--- config.mk ---
export PLATFORM = sky130hd
export DESIGN_NAME = blech32_checksum_encoder
export DESIGN_NICKNAME = d
export VERILOG_FILES = /design/src/rtl/core/b32enc_pkg.sv /design/src/rtl/core/b32enc_front.sv /design/src/rtl/core/b32enc_queue.sv /design/src/rtl/core/b32enc_back.sv /design/src/rtl/core/blech32_checksum_encoder.sv
export SDC_FILE = /design/constraint.sdc
export NUM_CORES = 1
export LEC_CHECK = 0
export BUFFER_PORTS_ARGS = -buffer_cell sky130_fd_sc_hd__buf_2
export CORE_ASPECT_RATIO = 1.4
export CORE_MARGIN = 3
export CORE_UTILIZATION = 62
export CTS_CLUSTER_DIAMETER = 30
export CTS_CLUSTER_SIZE = 40
export DETAILED_ROUTE_END_ITERATION = 7
export HOLD_SLACK_MARGIN = 0.12
export MAX_ROUTING_LAYER = met4
export PLACE_DENSITY = 0.82
export SLEW_MARGIN = 25
export SYNTH_ARGS = -nofsm -noshare
export SYNTH_HDL_FRONTEND = slang
export SYNTH_SLANG_ARGS = --single-unit
--- constraint.sdc ---
create_clock -name clk -period 10.5 [get_ports clk]
set_input_delay 1.05 -clock clk [delete_from_list [all_inputs] [get_ports clk]]
set_output_delay 1.05 -clock clk [all_outputs]
set_load 0.02 [all_outputs]
--- src/rtl/core/b32enc_pkg.sv ---
// ----------------------------------------------------------------------------
// b32enc_pkg: shared types, constants and functions of the blech32 encoder
// Holds the payload structs, the command and status codes, the work queue
// entry, the back-end state type, the BCH step and the charset lookup.
// ----------------------------------------------------------------------------
package b32enc_pkg;

    // Prefix buffer sizing
    localparam int PREFIX_MAX = 8;
    localparam int PCNT_W     = $clog2(PREFIX_MAX + 1);
    localparam int PIDX_W     = (PREFIX_MAX > 1) ? $clog2(PREFIX_MAX) : 1;

    // Checksum length in symbols
    localparam int CHK_SYMS = 12;
    localparam int IDX_W    = (PCNT_W > $clog2(CHK_SYMS)) ? PCNT_W : $clog2(CHK_SYMS);

    // Work queue depth
    localparam int Q_DEPTH = 2;
    localparam int QPTR_W  = $clog2(Q_DEPTH);
    localparam int QCNT_W  = $clog2(Q_DEPTH + 1);

    // Fixed overhead of a string: separator, checksum and terminator
    localparam logic [9:0] LEN_OVERHEAD = 10'(CHK_SYMS + 2);

    // Configuration register map
    localparam logic [0:0] ADDR_LENGTH_LIMIT  = 1'b0;
    localparam logic [7:0] LENGTH_LIMIT_RESET = 8'd255;

    // Input commands
    localparam logic [1:0] CMD_PREFIX = 2'd0;
    localparam logic [1:0] CMD_SYMBOL = 2'd1;
    localparam logic [1:0] CMD_FINISH = 2'd2;

    // Status codes
    localparam logic [2:0] ST_OK          = 3'd0;
    localparam logic [2:0] ST_BAD_PREFIX  = 3'd1;
    localparam logic [2:0] ST_BAD_SYMBOL  = 3'd2;
    localparam logic [2:0] ST_PREFIX_LONG = 3'd3;
    localparam logic [2:0] ST_ORDER       = 3'd4;
    localparam logic [2:0] ST_OVER_LIMIT  = 3'd5;

    // Prefix character range
    localparam logic [7:0] CHAR_LOW   = 8'd33;
    localparam logic [7:0] CHAR_HIGH  = 8'd126;
    localparam logic [7:0] UPPER_LOW  = 8'd65;
    localparam logic [7:0] UPPER_HIGH = 8'd90;
    localparam logic [7:0] SYM_LIMIT  = 8'd32;

    localparam logic [6:0] SEPARATOR = 7'h31;

    // BCH generator and final constants
    localparam logic [59:0] GEN [5] = '{
        60'h07d52fba40bd886,
        60'h05e8dbf1a03950c,
        60'h01c3a3c74072a18,
        60'h0385d72fa0e5139,
        60'h07093e5a608865b
    };
    localparam logic [59:0] POLY_INIT = 60'h1;
    localparam logic [59:0] FINAL_M   = 60'h455972a3350f7a1;

    localparam logic [255:0] CHARSET_STR = "qpzry9x8gf2tvdw0s3jn54khce6mua7l";

    typedef struct packed {
        logic [1:0] command;
        logic [7:0] value;
        logic       variant_m;
    } item_t;

    typedef struct packed {
        logic [6:0] out_char;
        logic       char_valid;
        logic [2:0] status;
        logic       last;
    } result_t;

    typedef enum logic [1:0] {
        OP_PREFIX,
        OP_SYMBOL,
        OP_FINISH
    } op_kind_t;

    typedef struct packed {
        op_kind_t   kind;
        logic [6:0] data;
        logic [2:0] err;
        logic       vm;
    } op_t;

    typedef enum logic [3:0] {
        S_IDLE,
        S_PFX,
        S_FHI,
        S_FZERO,
        S_FLO,
        S_SEP,
        S_SYM,
        S_FSTEP,
        S_FEMIT,
        S_ERR
    } back_state_t;

    function automatic logic [59:0] bch_step(input logic [59:0] p);
        logic [59:0] r;
        r = {p[54:0], 5'b00000};
        for (int k = 0; k < 5; k++)
        begin
            if (p[55 + k])
            begin
                r = r ^ GEN[k];
            end
        end
        return r;
    endfunction

    function automatic logic [6:0] charset_char(input logic [4:0] sym);
        logic [4:0] pos;
        pos = 5'd31 - sym;
        return CHARSET_STR[{pos, 3'b000} +: 7];
    endfunction

endpackage

--- src/rtl/core/b32enc_front.sv ---
// ----------------------------------------------------------------------------
// b32enc_front: input classifier
// Validates each item against the string state, keeps the sticky error and
// the length bookkeeping, and queues work for the back end.
// ----------------------------------------------------------------------------
module b32enc_front
(
    input  logic                clk,
    input  logic                rst_n,
    input  logic                item_valid,
    output logic                item_stall,
    input  b32enc_pkg::item_t   item,
    input  logic [7:0]          length_limit,
    input  logic                q_full,
    output logic                push,
    output b32enc_pkg::op_t     push_op
);

    logic [b32enc_pkg::PCNT_W-1:0] pcnt_reg, pcnt_next;
    logic                          folded_reg, folded_next;
    logic [7:0]                    scnt_reg, scnt_next;
    logic [2:0]                    err_reg, err_next;

    logic       accept;
    logic       char_ok;
    logic [9:0] total_len;
    logic [2:0] fin_err;

    assign item_stall = q_full;
    assign accept     = item_valid && !q_full;

    assign char_ok = (item.value >= b32enc_pkg::CHAR_LOW) && (item.value <= b32enc_pkg::CHAR_HIGH)
                     && !((item.value >= b32enc_pkg::UPPER_LOW)
                          && (item.value <= b32enc_pkg::UPPER_HIGH));

    assign total_len = 10'(pcnt_reg) + 10'(scnt_reg) + b32enc_pkg::LEN_OVERHEAD;

    always_comb
    begin
        if (err_reg != b32enc_pkg::ST_OK)
        begin
            fin_err = err_reg;
        end
        else if (total_len > 10'(length_limit))
        begin
            fin_err = b32enc_pkg::ST_OVER_LIMIT;
        end
        else
        begin
            fin_err = b32enc_pkg::ST_OK;
        end
    end

    always_comb
    begin
        pcnt_next   = pcnt_reg;
        folded_next = folded_reg;
        scnt_next   = scnt_reg;
        err_next    = err_reg;
        push        = 1'b0;
        push_op     = '{kind: b32enc_pkg::OP_PREFIX, data: item.value[6:0],
                        err: fin_err, vm: item.variant_m};
        if (accept)
        begin
            unique case (item.command)
                b32enc_pkg::CMD_PREFIX:
                begin
                    if (!char_ok)
                    begin
                        if (err_reg == b32enc_pkg::ST_OK) err_next = b32enc_pkg::ST_BAD_PREFIX;
                    end
                    else if (folded_reg)
                    begin
                        if (err_reg == b32enc_pkg::ST_OK) err_next = b32enc_pkg::ST_ORDER;
                    end
                    else if (pcnt_reg >= b32enc_pkg::PCNT_W'(b32enc_pkg::PREFIX_MAX))
                    begin
                        if (err_reg == b32enc_pkg::ST_OK) err_next = b32enc_pkg::ST_PREFIX_LONG;
                    end
                    else
                    begin
                        push      = 1'b1;
                        pcnt_next = pcnt_reg + 1'b1;
                    end
                end
                b32enc_pkg::CMD_SYMBOL:
                begin
                    if (item.value >= b32enc_pkg::SYM_LIMIT)
                    begin
                        if (err_reg == b32enc_pkg::ST_OK) err_next = b32enc_pkg::ST_BAD_SYMBOL;
                    end
                    else
                    begin
                        push         = 1'b1;
                        push_op.kind = b32enc_pkg::OP_SYMBOL;
                        folded_next  = 1'b1;
                        if (scnt_reg != 8'hff) scnt_next = scnt_reg + 8'd1;
                    end
                end
                b32enc_pkg::CMD_FINISH:
                begin
                    push         = 1'b1;
                    push_op.kind = b32enc_pkg::OP_FINISH;
                    pcnt_next    = '0;
                    folded_next  = 1'b0;
                    scnt_next    = '0;
                    err_next     = b32enc_pkg::ST_OK;
                end
                default:
                begin
                    // unused command: drop
                end
            endcase
        end
    end

    always_ff @(posedge clk or negedge rst_n)
    begin
        if (!rst_n)
        begin
            pcnt_reg   <= '0;
            folded_reg <= 1'b0;
            scnt_reg   <= '0;
            err_reg    <= b32enc_pkg::ST_OK;
        end
        else
        begin
            pcnt_reg   <= pcnt_next;
            folded_reg <= folded_next;
            scnt_reg   <= scnt_next;
            err_reg    <= err_next;
        end
    end

endmodule

--- src/rtl/core/b32enc_queue.sv ---
// ----------------------------------------------------------------------------
// b32enc_queue: work queue
// Short FIFO of classified operations between the front and the back end.
// ----------------------------------------------------------------------------
module b32enc_queue
(
    input  logic            clk,
    input  logic            rst_n,
    input  logic            push,
    input  b32enc_pkg::op_t push_op,
    input  logic            pop,
    output logic            full,
    output logic            empty,
    output b32enc_pkg::op_t head
);

    b32enc_pkg::op_t                 mem [b32enc_pkg::Q_DEPTH];
    logic [b32enc_pkg::QPTR_W-1:0]   wr_ptr_reg, wr_ptr_next;
    logic [b32enc_pkg::QPTR_W-1:0]   rd_ptr_reg, rd_ptr_next;
    logic [b32enc_pkg::QCNT_W-1:0]   cnt_reg, cnt_next;
    logic                            do_push, do_pop;

    assign full    = (cnt_reg == b32enc_pkg::QCNT_W'(b32enc_pkg::Q_DEPTH));
    assign empty   = (cnt_reg == '0);
    assign head    = mem[rd_ptr_reg];
    assign do_push = push && !full;
    assign do_pop  = pop && !empty;

    // advance a pointer with wrap at the queue depth
    always_comb
    begin
        wr_ptr_next = wr_ptr_reg;
        rd_ptr_next = rd_ptr_reg;
        cnt_next    = cnt_reg;
        if (do_push)
        begin
            wr_ptr_next = (wr_ptr_reg == b32enc_pkg::QPTR_W'(b32enc_pkg::Q_DEPTH - 1))
                          ? '0 : wr_ptr_reg + 1'b1;
        end
        if (do_pop)
        begin
            rd_ptr_next = (rd_ptr_reg == b32enc_pkg::QPTR_W'(b32enc_pkg::Q_DEPTH - 1))
                          ? '0 : rd_ptr_reg + 1'b1;
        end
        if (do_push && !do_pop)
        begin
            cnt_next = cnt_reg + 1'b1;
        end
        else if (do_pop && !do_push)
        begin
            cnt_next = cnt_reg - 1'b1;
        end
    end

    always_ff @(posedge clk)
    begin
        if (do_push)
        begin
            mem[wr_ptr_reg] <= push_op;
        end
    end

    always_ff @(posedge clk or negedge rst_n)
    begin
        if (!rst_n)
        begin
            wr_ptr_reg <= '0;
            rd_ptr_reg <= '0;
            cnt_reg    <= '0;
        end
        else
        begin
            wr_ptr_reg <= wr_ptr_next;
            rd_ptr_reg <= rd_ptr_next;
            cnt_reg    <= cnt_next;
        end
    end

endmodule

--- src/rtl/core/b32enc_back.sv ---
// ----------------------------------------------------------------------------
// b32enc_back: checksum engine
// Runs one BCH step per cycle over the prefix fold, the data symbols (held by
// a result stall) and the checksum tail; drives the registered result port.
// ----------------------------------------------------------------------------
module b32enc_back
(
    input  logic                clk,
    input  logic                rst_n,
    input  logic                q_empty,
    input  b32enc_pkg::op_t     q_head,
    output logic                pop,
    output logic                result_valid,
    input  logic                result_stall,
    output b32enc_pkg::result_t result
);

    b32enc_pkg::back_state_t        state_reg, state_next;
    b32enc_pkg::op_t                op_reg, op_next;
    logic [59:0]                    poly_reg, poly_next;
    logic [b32enc_pkg::IDX_W-1:0]   idx_reg, idx_next;
    logic [b32enc_pkg::PCNT_W-1:0]  pcnt_reg, pcnt_next;
    logic                           folded_reg, folded_next;
    logic [6:0]                     store [b32enc_pkg::PREFIX_MAX];
    logic                           store_we;

    logic                           res_valid_reg, res_valid_next;
    b32enc_pkg::result_t            res_reg, res_next;
    logic                           emit;
    b32enc_pkg::result_t            emit_res;

    logic                           out_free;
    logic [59:0]                    step;
    logic [6:0]                     store_rd_reg;
    logic                           fold_end;
    logic                           chk_end;

    assign out_free = !res_valid_reg || !result_stall;
    assign step     = b32enc_pkg::bch_step(poly_reg);
    assign fold_end = ((idx_reg + 1'b1) == b32enc_pkg::IDX_W'(pcnt_reg));
    assign chk_end  = (idx_reg == b32enc_pkg::IDX_W'(b32enc_pkg::CHK_SYMS - 1));

    assign result_valid = res_valid_reg;
    assign result       = res_reg;

    // next state
    always_comb
    begin
        state_next = state_reg;
        unique case (state_reg)
            b32enc_pkg::S_IDLE:
            begin
                if (!q_empty)
                begin
                    if (q_head.kind == b32enc_pkg::OP_PREFIX)
                    begin
                        state_next = b32enc_pkg::S_PFX;
                    end
                    else if ((q_head.kind == b32enc_pkg::OP_FINISH)
                             && (q_head.err != b32enc_pkg::ST_OK))
                    begin
                        state_next = b32enc_pkg::S_ERR;
                    end
                    else if (folded_reg)
                    begin
                        state_next = (q_head.kind == b32enc_pkg::OP_SYMBOL)
                                     ? b32enc_pkg::S_SYM : b32enc_pkg::S_FSTEP;
                    end
                    else
                    begin
                        state_next = (pcnt_reg == '0) ? b32enc_pkg::S_FZERO : b32enc_pkg::S_FHI;
                    end
                end
            end
            b32enc_pkg::S_PFX:
            begin
                if (out_free) state_next = b32enc_pkg::S_IDLE;
            end
            b32enc_pkg::S_FHI:
            begin
                if (fold_end) state_next = b32enc_pkg::S_FZERO;
            end
            b32enc_pkg::S_FZERO:
            begin
                state_next = (pcnt_reg == '0) ? b32enc_pkg::S_SEP : b32enc_pkg::S_FLO;
            end
            b32enc_pkg::S_FLO:
            begin
                if (fold_end) state_next = b32enc_pkg::S_SEP;
            end
            b32enc_pkg::S_SEP:
            begin
                if (out_free)
                begin
                    state_next = (op_reg.kind == b32enc_pkg::OP_SYMBOL)
                                 ? b32enc_pkg::S_SYM : b32enc_pkg::S_FSTEP;
                end
            end
            b32enc_pkg::S_SYM:
            begin
                if (out_free) state_next = b32enc_pkg::S_IDLE;
            end
            b32enc_pkg::S_FSTEP:
            begin
                if (chk_end) state_next = b32enc_pkg::S_FEMIT;
            end
            b32enc_pkg::S_FEMIT:
            begin
                if (out_free && chk_end) state_next = b32enc_pkg::S_IDLE;
            end
            b32enc_pkg::S_ERR:
            begin
                if (out_free) state_next = b32enc_pkg::S_IDLE;
            end
            default:
            begin
                state_next = b32enc_pkg::S_IDLE;
            end
        endcase
    end

    // datapath and outputs
    always_comb
    begin
        op_next     = op_reg;
        poly_next   = poly_reg;
        idx_next    = idx_reg;
        pcnt_next   = pcnt_reg;
        folded_next = folded_reg;
        store_we    = 1'b0;
        pop         = 1'b0;
        emit        = 1'b0;
        emit_res    = '{out_char: op_reg.data, char_valid: 1'b1,
                        status: b32enc_pkg::ST_OK, last: 1'b0};
        unique case (state_reg)
            b32enc_pkg::S_IDLE:
            begin
                if (!q_empty)
                begin
                    pop      = 1'b1;
                    op_next  = q_head;
                    idx_next = '0;
                end
            end
            b32enc_pkg::S_PFX:
            begin
                if (out_free)
                begin
                    store_we  = 1'b1;
                    pcnt_next = pcnt_reg + 1'b1;
                    emit      = 1'b1;
                end
            end
            b32enc_pkg::S_FHI:
            begin
                poly_next = step ^ 60'(store_rd_reg[6:5]);
                idx_next  = fold_end ? '0 : idx_reg + 1'b1;
            end
            b32enc_pkg::S_FZERO:
            begin
                poly_next = step;
                idx_next  = '0;
            end
            b32enc_pkg::S_FLO:
            begin
                poly_next = step ^ 60'(store_rd_reg[4:0]);
                idx_next  = fold_end ? '0 : idx_reg + 1'b1;
            end
            b32enc_pkg::S_SEP:
            begin
                if (out_free)
                begin
                    emit              = 1'b1;
                    emit_res.out_char = b32enc_pkg::SEPARATOR;
                    folded_next       = 1'b1;
                    idx_next          = '0;
                end
            end
            b32enc_pkg::S_SYM:
            begin
                if (out_free)
                begin
                    emit              = 1'b1;
                    emit_res.out_char = b32enc_pkg::charset_char(op_reg.data[4:0]);
                    poly_next         = step ^ 60'(op_reg.data[4:0]);
                end
            end
            b32enc_pkg::S_FSTEP:
            begin
                if (chk_end)
                begin
                    poly_next = step ^ (op_reg.vm ? b32enc_pkg::FINAL_M : b32enc_pkg::POLY_INIT);
                    idx_next  = '0;
                end
                else
                begin
                    poly_next = step;
                    idx_next  = idx_reg + 1'b1;
                end
            end
            b32enc_pkg::S_FEMIT:
            begin
                if (out_free)
                begin
                    emit              = 1'b1;
                    emit_res.out_char = b32enc_pkg::charset_char(poly_reg[59:55]);
                    emit_res.last     = chk_end;
                    poly_next         = {poly_reg[54:0], 5'b00000};
                    idx_next          = idx_reg + 1'b1;
                    if (chk_end)
                    begin
                        poly_next   = b32enc_pkg::POLY_INIT;
                        pcnt_next   = '0;
                        folded_next = 1'b0;
                        idx_next    = '0;
                    end
                end
            end
            b32enc_pkg::S_ERR:
            begin
                if (out_free)
                begin
                    emit        = 1'b1;
                    emit_res    = '{out_char: 7'd0, char_valid: 1'b0,
                                    status: op_reg.err, last: 1'b1};
                    poly_next   = b32enc_pkg::POLY_INIT;
                    pcnt_next   = '0;
                    folded_next = 1'b0;
                end
            end
            default:
            begin
            end
        endcase
    end

    // hold the result while stalled, drop it once taken
    always_comb
    begin
        res_next = res_reg;
        if (emit)
        begin
            res_valid_next = 1'b1;
            res_next       = emit_res;
        end
        else
        begin
            res_valid_next = res_valid_reg && result_stall;
        end
    end

    // prefetch the prefix entry that the next fold step reads
    always_ff @(posedge clk)
    begin
        if (store_we)
        begin
            store[pcnt_reg[b32enc_pkg::PIDX_W-1:0]] <= op_reg.data;
        end
        store_rd_reg <= store[idx_next[b32enc_pkg::PIDX_W-1:0]];
        op_reg       <= op_next;
        res_reg      <= res_next;
    end

    always_ff @(posedge clk or negedge rst_n)
    begin
        if (!rst_n)
        begin
            state_reg     <= b32enc_pkg::S_IDLE;
            poly_reg      <= b32enc_pkg::POLY_INIT;
            idx_reg       <= '0;
            pcnt_reg      <= '0;
            folded_reg    <= 1'b0;
            res_valid_reg <= 1'b0;
        end
        else
        begin
            state_reg     <= state_next;
            poly_reg      <= poly_next;
            idx_reg       <= idx_next;
            pcnt_reg      <= pcnt_next;
            folded_reg    <= folded_next;
            res_valid_reg <= res_valid_next;
        end
    end

endmodule

--- src/rtl/core/blech32_checksum_encoder.sv ---
// ----------------------------------------------------------------------------
// blech32_checksum_encoder: streaming blech32 string encoder
// Echoes the prefix, folds it into the 60-bit BCH checksum, maps data
// symbols to charset characters and appends the twelve-character checksum.
// ----------------------------------------------------------------------------
//
//  Channel   Direction  Handshake                Payload
//  item      in         item_valid / item_stall  item_t   {command, value, variant_m}
//  result    out        result_valid / result_stall result_t {out_char, char_valid,
//                                                            status, last}
//  config    in         APB psel/penable/pwrite  length_limit at byte address 0
//
//  The front classifies one item per cycle into a two-entry work queue; it stalls
//  only when that queue is full.
//  The back end does one BCH step per cycle unless a result stall holds it:
//  a prefix character is dispatched and echoed, a symbol dispatched and echoed
//  with a step, after the fold on the first one; a finish runs 12 steps and
//  emits 12 characters, after the fold when no symbol came; an error finish closes.
//  A stall on the result port holds the back end at its next emit; the front keeps
//  accepting until the queue fills.
//  Reset clears the string state and sets length_limit to 255; no clearing pass.
// ----------------------------------------------------------------------------
module blech32_checksum_encoder
(
    input  logic                clk,
    input  logic                rst_n,
    input  logic                item_valid,
    output logic                item_stall,
    input  b32enc_pkg::item_t   item,
    output logic                result_valid,
    input  logic                result_stall,
    output b32enc_pkg::result_t result,
    input  logic                psel,
    input  logic                penable,
    input  logic                pwrite,
    input  logic [0:0]          paddr,
    input  logic [31:0]         pwdata,
    output logic [31:0]         prdata,
    output logic                pready
);

    logic [7:0]      length_limit_reg, length_limit_next;
    logic            cfg_write;

    logic            q_push;
    b32enc_pkg::op_t q_push_op;
    logic            q_pop;
    logic            q_full;
    logic            q_empty;
    b32enc_pkg::op_t q_head;

    // Configuration: zero-wait APB, write lands on the access phase
    assign pready    = 1'b1;
    assign cfg_write = psel && penable && pwrite;

    always_comb
    begin
        length_limit_next = length_limit_reg;
        if (cfg_write && (paddr == b32enc_pkg::ADDR_LENGTH_LIMIT))
        begin
            length_limit_next = pwdata[7:0];
        end
    end

    always_comb
    begin
        prdata = '0;
        if (paddr == b32enc_pkg::ADDR_LENGTH_LIMIT)
        begin
            prdata = {24'd0, length_limit_reg};
        end
    end

    always_ff @(posedge clk or negedge rst_n)
    begin
        if (!rst_n)
        begin
            length_limit_reg <= b32enc_pkg::LENGTH_LIMIT_RESET;
        end
        else
        begin
            length_limit_reg <= length_limit_next;
        end
    end

    // Front: validate, track sticky error and length, queue work
    b32enc_front u_front
    (
        .clk          (clk),
        .rst_n        (rst_n),
        .item_valid   (item_valid),
        .item_stall   (item_stall),
        .item         (item),
        .length_limit (length_limit_reg),
        .q_full       (q_full),
        .push         (q_push),
        .push_op      (q_push_op)
    );

    // Decouple classification from the multi-cycle checksum work
    b32enc_queue u_queue
    (
        .clk     (clk),
        .rst_n   (rst_n),
        .push    (q_push),
        .push_op (q_push_op),
        .pop     (q_pop),
        .full    (q_full),
        .empty   (q_empty),
        .head    (q_head)
    );

    // Back: polymod engine and result register
    b32enc_back u_back
    (
        .clk          (clk),
        .rst_n        (rst_n),
        .q_empty      (q_empty),
        .q_head       (q_head),
        .pop          (q_pop),
        .result_valid (result_valid),
        .result_stall (result_stall),
        .result       (result)
    );

endmodule

Word-level counts from Yosys, hierarchy flattened --
Memory sizes are Yosys's and may differ from the RTL's. A register that Yosys moved wholly into a read port is not among the register bits. Index checks and enable logic that the tools add are counted.
Cells by class: shifts and indexed selects 2, reductions and logical operators 52, magnitude comparators 7, mux-type cells 93, add/subtract/negate cells 12, eq/ne operators 39, bitwise operators 11
Operator list (number):
- $shiftx 256x9->7 const A | 2
- $pmux 60 s7 | 1
- $mux 60 | 5
- $mux 55 | 3
- $xor 60x5->60 | 2
- $mux 4 | 21
- $xor 60x2->60 | 1
- $xor 60x59->60 | 1
- $mux 59 | 1
- $mux 54 | 1
- $mux 53 | 1
- $ne 2x1->1 const B | 16
- $pmux 4 s8 | 1
- $mux 3 | 10
- $not 29->29 | 1
- $mux 1 | 28
- $not 28->28 | 1
- $pmux 7 s4 | 1
- $not 27->27 | 1
- $not 25->25 | 1
- $mux 8 | 3
- $pmux 4 s6 | 1
- $not 23->23 | 1
- $mux 7 | 3
- other kinds (52) | 109
Storage, ports and cells: bits in registers 127, memories 2, RAM bits 82
Memories:
- u_back.store | words 8, bits a word 7, read ports 1, clocked after memory_dff 1, wr ports 1, RTL line b32enc_back.sv:24 | logic [6:0] store [b32enc_pkg::PREFIX_MAX];
- u_queue.mem | words 2, bits a word 13, read ports 1, clocked after memory_dff 0, wr ports 1, RTL line b32enc_queue.sv:17 | b32enc_pkg::op_t mem [b32enc_pkg::Q_DEPTH];

Depth between registers and ports, before layout --
Gate-level depths: netlist (run 1).
depth after elaboration 13, depth in mapped cells 16, mapped depth without buffers 16

By module --
A second synthesis (run 1) with hierarchy kept.
Second synthesis, totals: cell total of the unflattened synthesis 1325, area, all modules 12968.7 um^2
Modules (own cells, without submodules):
- b32enc_back | cells an instance 1015, instances 1, area each 9531.6 um^2
- b32enc_front | cells an instance 199, instances 1, area each 1679.1 um^2
- b32enc_queue | cells an instance 59, instances 1, area each 1168.6 um^2
- blech32_checksum_encoder | cells an instance 52, instances 1, area each 589.3 um^2

Least setup slack after synthesis (run 1) --
Ideal clock, no wire load.
path kind input port to flip-flop, start point input port item[5] (netlist bit), end point memory u_queue.mem[1][0] (netlist bit) (enable), data required time 10.118 ns, setup slack 6.781 ns, data arrival time 3.336 ns, stages on the path 7, buffers on the path 0, library setup time 0.382 ns, path through or4_1 -> o22ai_1 -> a21oi_1 -> nor4_1 -> a21oi_1 -> a211o_1 -> nor2_1
Between the ends: longest elaborated chain between the ends 10
Ends and longest elaborated chain:
- start: declaration | RTL line blech32_checksum_encoder.sv:29 | input b32enc_pkg::item_t item,
- $ge 8x7->1 or $le 8x7->1 (tied branches) | RTL line b32enc_front.sv:33, b32enc_front.sv:34
- $logic_and 1x1->1 | RTL line b32enc_front.sv:34 | && (item.value <= b32enc_pkg::UPPER_HIGH));
- $logic_not 1->1 | RTL line b32enc_front.sv:33 | && !((item.value >= b32enc_pkg::UPPER_LOW)
- $logic_and 1x1->1 | RTL line b32enc_front.sv:33
- $mux 1 | RTL line b32enc_front.sv:68 | if (!char_ok)
- $pmux 1 s3 (*) | RTL line b32enc_front.sv:65 | unique case (item.command)
- $mux 1 (*) | RTL line b32enc_front.sv:63 | if (accept)
- $logic_and 1x1->1 (*) | RTL line b32enc_queue.sv:26 | assign do_push = push && !full;
- $mux 1 (*) | RTL line b32enc_queue.sv:57 | if (do_push)
- $mux 1 (not written as such) (*) | RTL line b32enc_queue.sv:59 | mem[wr_ptr_reg] <= push_op;
- end: declaration | RTL line b32enc_queue.sv:17
Every way passes the cells marked *; elsewhere a longest branch is shown, timed or not.

==> impl_metrics.toml, run 1 <==
[clocking]
clkTransAtPathRegs_ns = 0.06
clk_latency_ns = 0.51
cts_setup_buffers = 0
clockBufferDepth = 3
cts_inserted_buffers = 36
cts.sinks = 216
cts.root.buffer_cell = "clkbuf_16"
cts_resized = 0
hold_buffers = 0
htreeDepth = 2
cts_tree = "built"

[logic_synthesis]
yosys.area.top_type = "edfxtp_1"
netlist_area_mm2 = 0.0117
synth_cells = 1147
synth_ff_type = "edfxtp_1"
synthArstFlopShare_pct = 47.2
synthTopCellsByArea = "edfxtp_1 (27%), dfrtp_1 (20%), o21ai_0 (4.4%)"
ys_types = 75
avgSynthCellArea_um2 = 10.2
synth.ff_latch_count = 216
yosys_warnings = 0
synth-edff-count = 107
synth_top_area_share_pct = 27.4
seq_area_frac_synth_pct = 50.4

[global_routing]
top_usage_layer = "met2"
grt_pass1_vias = 8659
grtUsageMet1_pct = 29.4
antenna_found_initial = 0
grt_pass1_wl_um = 42200
grtUsageMet2_pct = 45.0
grt_overflow = 0
grt_max_degree = 64
gr-usage-met3_pct = 3.91
grtUsageTotal_pct = 26.1

[sta]
post-route-min-period_ns = 3.69
setup_viol = 0
slew_headroom_pct = 32.6
finalSetupTns_ns = 0
slew_violations = 0
worstMarginPinSlew_ns = 1.01
rsz0062_at_grt = "false"
whs_ns = 0.489
fin_skew_ns = 0.0274
fin_crit_sh_pct = 35.1
hold_viol = 0
timing.fmax_mhz = 271

[power]
swShare_pct = 40.9
leakagePower_nw = 5.41
total_power_mw = 4.70
p_clk_share_pct = 25.2
p_seq_share_pct = 32.1
ir_worst_vdd_mv = 0.274
combPwrFrac_pct = 42.7
power_switching_mw = 1.92
internal-power_mw = 2.78
p_per_area_mw_per_mm2 = 354

[worst_setup_path]
path_max_fanout = 6
cp_data_required_time_ns = 10.74
timing.rr.start = "u_front.scnt_reg[0]"
slowest_delay_ns = 0.43
path_depth = 16
reg2reg_depth = 16
cp.buffers_inverters = 1
crit_path_end_kind = "flip-flop"
crit_path_start_kind = "flip-flop"
reg2reg_setup_slack_ns = 6.81
crit_chain = "ha_1 > fa_1 > xor2_1 > inv_1 > ha_1 > and2_1 > o21ai_0 > o21ai_0 > xor2_1 > ha_1 > o21a_1 > o211ai_1 > a21o_1 > a21oi_1 > a211oi_1 > o31ai_1"
cp_common_cell = "ha_1"
rr_endpoint = "u_queue.mem[1][1]"
worstPathArrival_ns = 3.93
crit_path_start = "u_front.scnt_reg[0]"
crit_type = "flip-flop to flip-flop"
slowest_stage = "dfrtp_1"
path_delay_family = "adder cells"
crit_end = "u_queue.mem[1][1]"

[finish]
areaGrowthSynthToFinish_pct = 13.0
nets = 1264
final_core_util_pct = 72.5
drive_gt1_share_pct = 15.0
diodes = 0
largest_reg_flops = 60
finalNonFillerCells = 1445

[detailed_routing]
routed_wl_um = 25900
drc = 0
wire_per_inst_um = 17.9
ant_nets = 0
vias = 8759
drt-initial-drc-count = 616
drtPass1Iterations = 6
via_per_inst = 6.06

[min_path]
holdCritPathClass = "flip-flop to flip-flop"
hold_start = "u_back.poly_reg[16]"

[placed_design]
gp_congestion = 0.864
port_buffers = 48
placed_cells = 1380
hpwl_um = 17200

[outcome]
status = "finished, final reports clean"

[die]
dieHeight_um = 169
coreArea_mm2 = 0.0183
die_area_mm2 = 0.0206
start_util_pct = 64.2
rows = 58
die_x_um = 122
io_pins = 98

[run]
maxCapViolations = 0
==> metal layers <==
metal  vias up  wire length (um)
li1       4155                 -
met1      4195              9930
met2       314             13600
met3        95              1210
met4         0              1170
met5         -                 0
==> how the worst min path moves through the flow <==
stage	to	depth (start not counted)
2_1_floorplan	u_back.poly_reg[52]	1
3_3_place_gp	u_back.poly_reg[18]	2
3_5_place_dp	u_back.poly_reg[18]	2
4_1_cts	u_back.poly_reg[23]	2
5_1_grt	u_back.poly_reg[30]	2
6_report	u_back.poly_reg[16]	2
==> layout make-up <==
| cell class | count | area (um2) |
|---|---|---|
| sequential | 216 | 5920 |
| multi-input combinational | 819 | 5320 |
| fill | 1263 | 5020 |
| clock buffer | 43 | 978 |
| timing repair buffer | 56 | 303 |
| tap | 240 | 300 |
| clock inverter | 22 | 264 |
| inverter | 49 | 184 |
==> worst min-delay path, cell delays in order, from the launching register on <==
cell     delay (ns)
dfrtp_1        0.34
nand2_1        0.05
o21ai_0        0.06
==> power by group through the flow <==
stage	Sequential (mW)	Clock (mW)	Combinational [mW]
after floorplan	1.39	0	1.62
after global routing	1.54	1.24	2.24
after global placement	1.49	0	1.90
after detailed placement	1.51	0	1.97
after CTS	1.50	1.20	2.00
final	1.51	1.18	2.01
==> stage by stage <==
| stage | setup slack [ns] | instance area [um2] |
|---|---|---|
| after CTS | 6.65 | 13300 |
| after floorplan | 6.78 | 11800 |
| after global routing | 6.47 | 13300 |
| final | 6.81 | 13300 |
| after global placement | 6.17 | 12000 |
| after detailed placement | 6.13 | 12000 |
==> logic make-up (layout without fill, tap and decap cells) <==
logic type / Yosys count / after routing / share of synthesized area [%]
simple gates: 334 / 334 / 12.8
compound gates: 302 / 302 / 15.3
flops: 216 / 216 / 50.4
buf+inv: 135 / 170 / 5.26
mux: 64 / 64 / 7.84
xor+xnor: 59 / 59 / 4.53
fa+ha+maj: 35 / 35 / 3.80
other cells: 2 / 25 / 0.0640
==> cells in the mapped netlist, types with 6 or more instances <==
cell      instances
inv_1            49
mux2i_1          12
xnor2_1          35
o21ai_0         103
a21oi_1          97
and2_1            9
a221oi_1          7
a21o_1            6
mux4_1           14
xor2_1           23
o22ai_1           8
edfxtp_1        107
ha_1             34
nand2b_1          8
nor3_1           22
nor2b_1           8
dfrtp_1          93
nor2_1          113
nand2_1         120
mux2_2           37
dfxtp_1           7
clkbuf_1         50
nor3b_1           6
o31ai_1           6
a31oi_1          15
o21a_1            6
buf_4            26
a211oi_1         11
dfstp_2           9
nand3_1          20
==> cells in the final DEF (no fill, tap or decap), types with 8 or more instances in the layout <==
cell,Yosys,layout
dfrtp_1,93,93
xor2_1,23,23
and2_1,9,9
dfstp_2,9,9
mux4_1,14,14
mux2i_1,12,12
nand3_1,20,20
buf_4,26,9
clkbuf_16,0,37
conb_1,2,25
nor2b_1,8,8
edfxtp_1,107,107
buf_2,4,47
o21ai_0,103,103
a31oi_1,15,15
mux2_2,37,37
o22ai_1,8,8
nand2_1,120,120
nand2b_1,8,8
inv_1,49,49
nor3_1,22,20
ha_1,34,34
a211oi_1,11,11
nor2_1,113,109
xnor2_1,35,35
a21oi_1,97,97
Note: power is estimated with default switching activity, not from simulation.
==> inputs of run 2 (changes only) <==
Settings changed: ABC_AREA set to 1, CORE_UTILIZATION 62 to 61, PLACE_DENSITY 0.82 to 0.81.
Clock period 10.5 ns to 3.5 ns, I/O delays scaled along.
==> run 2 against run 1 <==
Fmax grew 11%. Largest power group unchanged. Critical path type unchanged. Clock skew is 0.0080 ns lower. Synthesized cell count is 34% higher. Clock power rose to 2.9 times the previous value. Via count increased by 24%. Flip-flop and latch count did not move. Die area rose by 10%. Global-route usage is 3.2 points higher. Cell area increased by 9.8%.
==> impl_metrics.toml, run 2 <==
[outcome]
status = "finished, final reports clean"

[placed_design]
placed_cells = 1806
gp_congestion = 0.978
port_buffers = 48
placed_area_mm2 = 0.0131
hpwl_um = 21100

[min_path]
worstHoldPathCells = 5
holdCritPathClass = "input pin to flip-flop"
hold_path_end = "u_front.pcnt_reg[3]"
hold_start = "item_valid"

[clocking]
cts.sinks = 216
cts.root.buffer_cell = "clkbuf_16"
clk_latency_ns = 0.51
cts_tree = "built"
cts_inserted_buffers = 36
clkTransAtPathRegs_ns = 0.05
htreeDepth = 2
clockBufferDepth = 3

[logic_synthesis]
synth_cells = 1537
netlist_area_mm2 = 0.0128
ys_top_cells_by_count = "nand2_1 (316), inv_1 (205), nor2_1 (120)"
synth.ff_latch_count = 216
ys_types = 53
synth-edff-count = 107
yosys.area.top_type = "edfxtp_1"
synth_top_area_share_pct = 25.2
synthArstFlopShare_pct = 47.2
yosys_warnings = 0
synth_ff_type = "edfxtp_1"
seq_area_frac_synth_pct = 46.4
avgSynthCellArea_um2 = 8.30
synthTopCellsByArea = "edfxtp_1 (25%), dfrtp_1 (18%), nand2_1 (9.3%)"
yosys.cell_count.top_type = "nand2_1"

[worst_setup_path]
path_max_fanout = 5
slowest_stage = "dfrtp_2"
reg2reg_setup_slack_ns = 0.19
cp_data_required_time_ns = 3.75
crit_path_start_kind = "flip-flop"
crit_path_start = "u_front.pcnt_reg[0]"
rr_endpoint = "u_queue.mem[1][3]"
crit_path_end_kind = "flip-flop"
crit_chain = "ha_2 > fa_2 > a21oi_1 > nor2_1 > nor2_2 > xor2_2 > nand2_1 > xor2_1 > ha_1 > nand2_1 > nor2_1 > o21ai_0 > inv_1 > o21ai_0 > nand2_1 > a21oi_2 > nand2_1 > nand2_1 > nand2_1"
reg2reg_depth = 19
crit_type = "flip-flop to flip-flop"
slowest_delay_ns = 0.44
worstPathArrival_ns = 3.56
cp_common_cell = "nand2_1"
timing.rr.start = "u_front.pcnt_reg[0]"

[global_routing]
grt_max_degree = 86
grt_overflow = 0
antenna_found_initial = 0
grtUsageTotal_pct = 29.3
grt_pass1_vias = 10800
grt_pass1_wl_um = 52200

[sta]
hold_viol = 0
setup_viol = 0
timing.fmax_mhz = 302
fin_crit_sh_pct = 94.5
worstMarginPinSlew_ns = 0.760
slew_headroom_pct = 49.3
post-route-min-period_ns = 3.31
fin_skew_ns = 0.0194
slew_violations = 0

[finish]
final_core_util_pct = 72.0
final_common_cell = "nand2_1"
largest_reg_flops = 60
drive_gt1_share_pct = 12.2
diodes = 0
areaGrowthSynthToFinish_pct = 14.2
fillCellCount = 1464
layout_common_cells = "nand2_1 (315), inv_1 (205), nor2_1 (119)"
nets = 1697
design_area_mm2 = 0.0146
multi_input_area_mm2 = 0.00561
finalNonFillerCells = 1890
ff_latch_area_mm2 = 0.00592

[detailed_routing]
routed_wl_um = 32000
drtPass1Iterations = 8
drt-initial-drc-count = 1000
drc = 0
via_per_inst = 5.73
vias = 10800
wire_per_inst_um = 17.0
ant_nets = 0

[run]
maxCapViolations = 0

[power]
p_per_area_mw_per_mm2 = 1160
total_power_mw = 16.8
leakagePower_nw = 6.73
ir_worst_vdd_mv = 0.680

[die]
coreArea_mm2 = 0.0202
io_pins = 98
rows = 61
die_area_mm2 = 0.0227
die_x_um = 128
start_util_pct = 63.0
dieHeight_um = 177
run 2: cell count changes after synthesis, sizes merged, moves of 29 or more:
cell / before / now
inv: 49 / 216
clkbuf: 50 / 21
nand3: 20 / 115
nand2: 120 / 325
mux2: 38 / 0
run 2: per-stage QoR:
stage / hold slack (ns) / setup slack, ns / setup TNS, ns
3_3_place_gp: 0.454 / 0.136 / 0
4_1_cts: 0.254 / 0.0403 / 0
3_5_place_dp: 0.451 / 0.0944 / 0
6_report: 0.263 / 0.191 / 0
5_1_grt: 0.292 / -0.0519 / -0.152
2_1_floorplan: 0.0544 / 0.373 / 0
run 2: layout make-up:
type	count	area share, %
Sequential cell	216	40.7
Multi-Input combinational cell	1039	38.5
Tap cell	252	2.17
Inverter	221	5.70
Timing Repair Buffer	97	4.66
Clock inverter	21	1.53
Clock buffer	44	6.75
run 2: cells by family after synthesis:
| kind of cell | after synthesis | share of synthesized area [%] |
|---|---|---|
| AND/OR/NAND/NOR | 611 | 20.6 |
| buffers and inverters | 305 | 10.5 |
| AO/OA/AOI/OAI | 272 | 12.3 |
| flip-flops | 216 | 46.4 |
| XOR/XNOR | 96 | 6.74 |
| adder cells (fa/ha/maj) | 35 | 3.49 |
| other | 2 | 0.0589 |
run 2: worst max-delay path, delay by kind of cell (launching register included):
family          cells  cell delay, ns
compound gates      4            0.49
xor+xnor            2            0.37
fa+ha+maj           3            0.88
buf+inv             1            0.05
flops               1            0.44
simple gates        9            0.81
run 2: report_power, final:
group	internal (mW)	total [mW]	switching, mW	leakage (nW)
Sequential	3.75	4.54	0.792	2.24
Combinational	3.06	8.84	5.78	3.89
Clock	2.18	3.47	1.28	0.593
Total	8.99	16.8	7.85	6.73
run 2: worst max path at each step:
stage                        endpoint  cells after the start
global placement    u_queue.mem[1][3]                     19
floorplan           u_queue.mem[0][1]                     19
finish              u_queue.mem[1][3]                     19
CTS                 u_queue.mem[0][1]                     19
global route        u_queue.mem[1][3]                     19
detailed placement  u_queue.mem[1][1]                     19
run 2: timing repair:
action | CTS | global route
endpoints found under the setup margin | 0 | 4
gates resized for setup | 0 | 7
buffers inserted | 0 | 2
hold buffers | 17 | 0
endpoints found under the hold margin | 70 | 0
run 2: layer usage:
layer / global-route usage (%) / part of all wire [%]
met1: 32.8 / 38
met2: 50.2 / 51
met3: 4.32 / 6.1
met4: 15.4 / 5.4
met5: - / 0
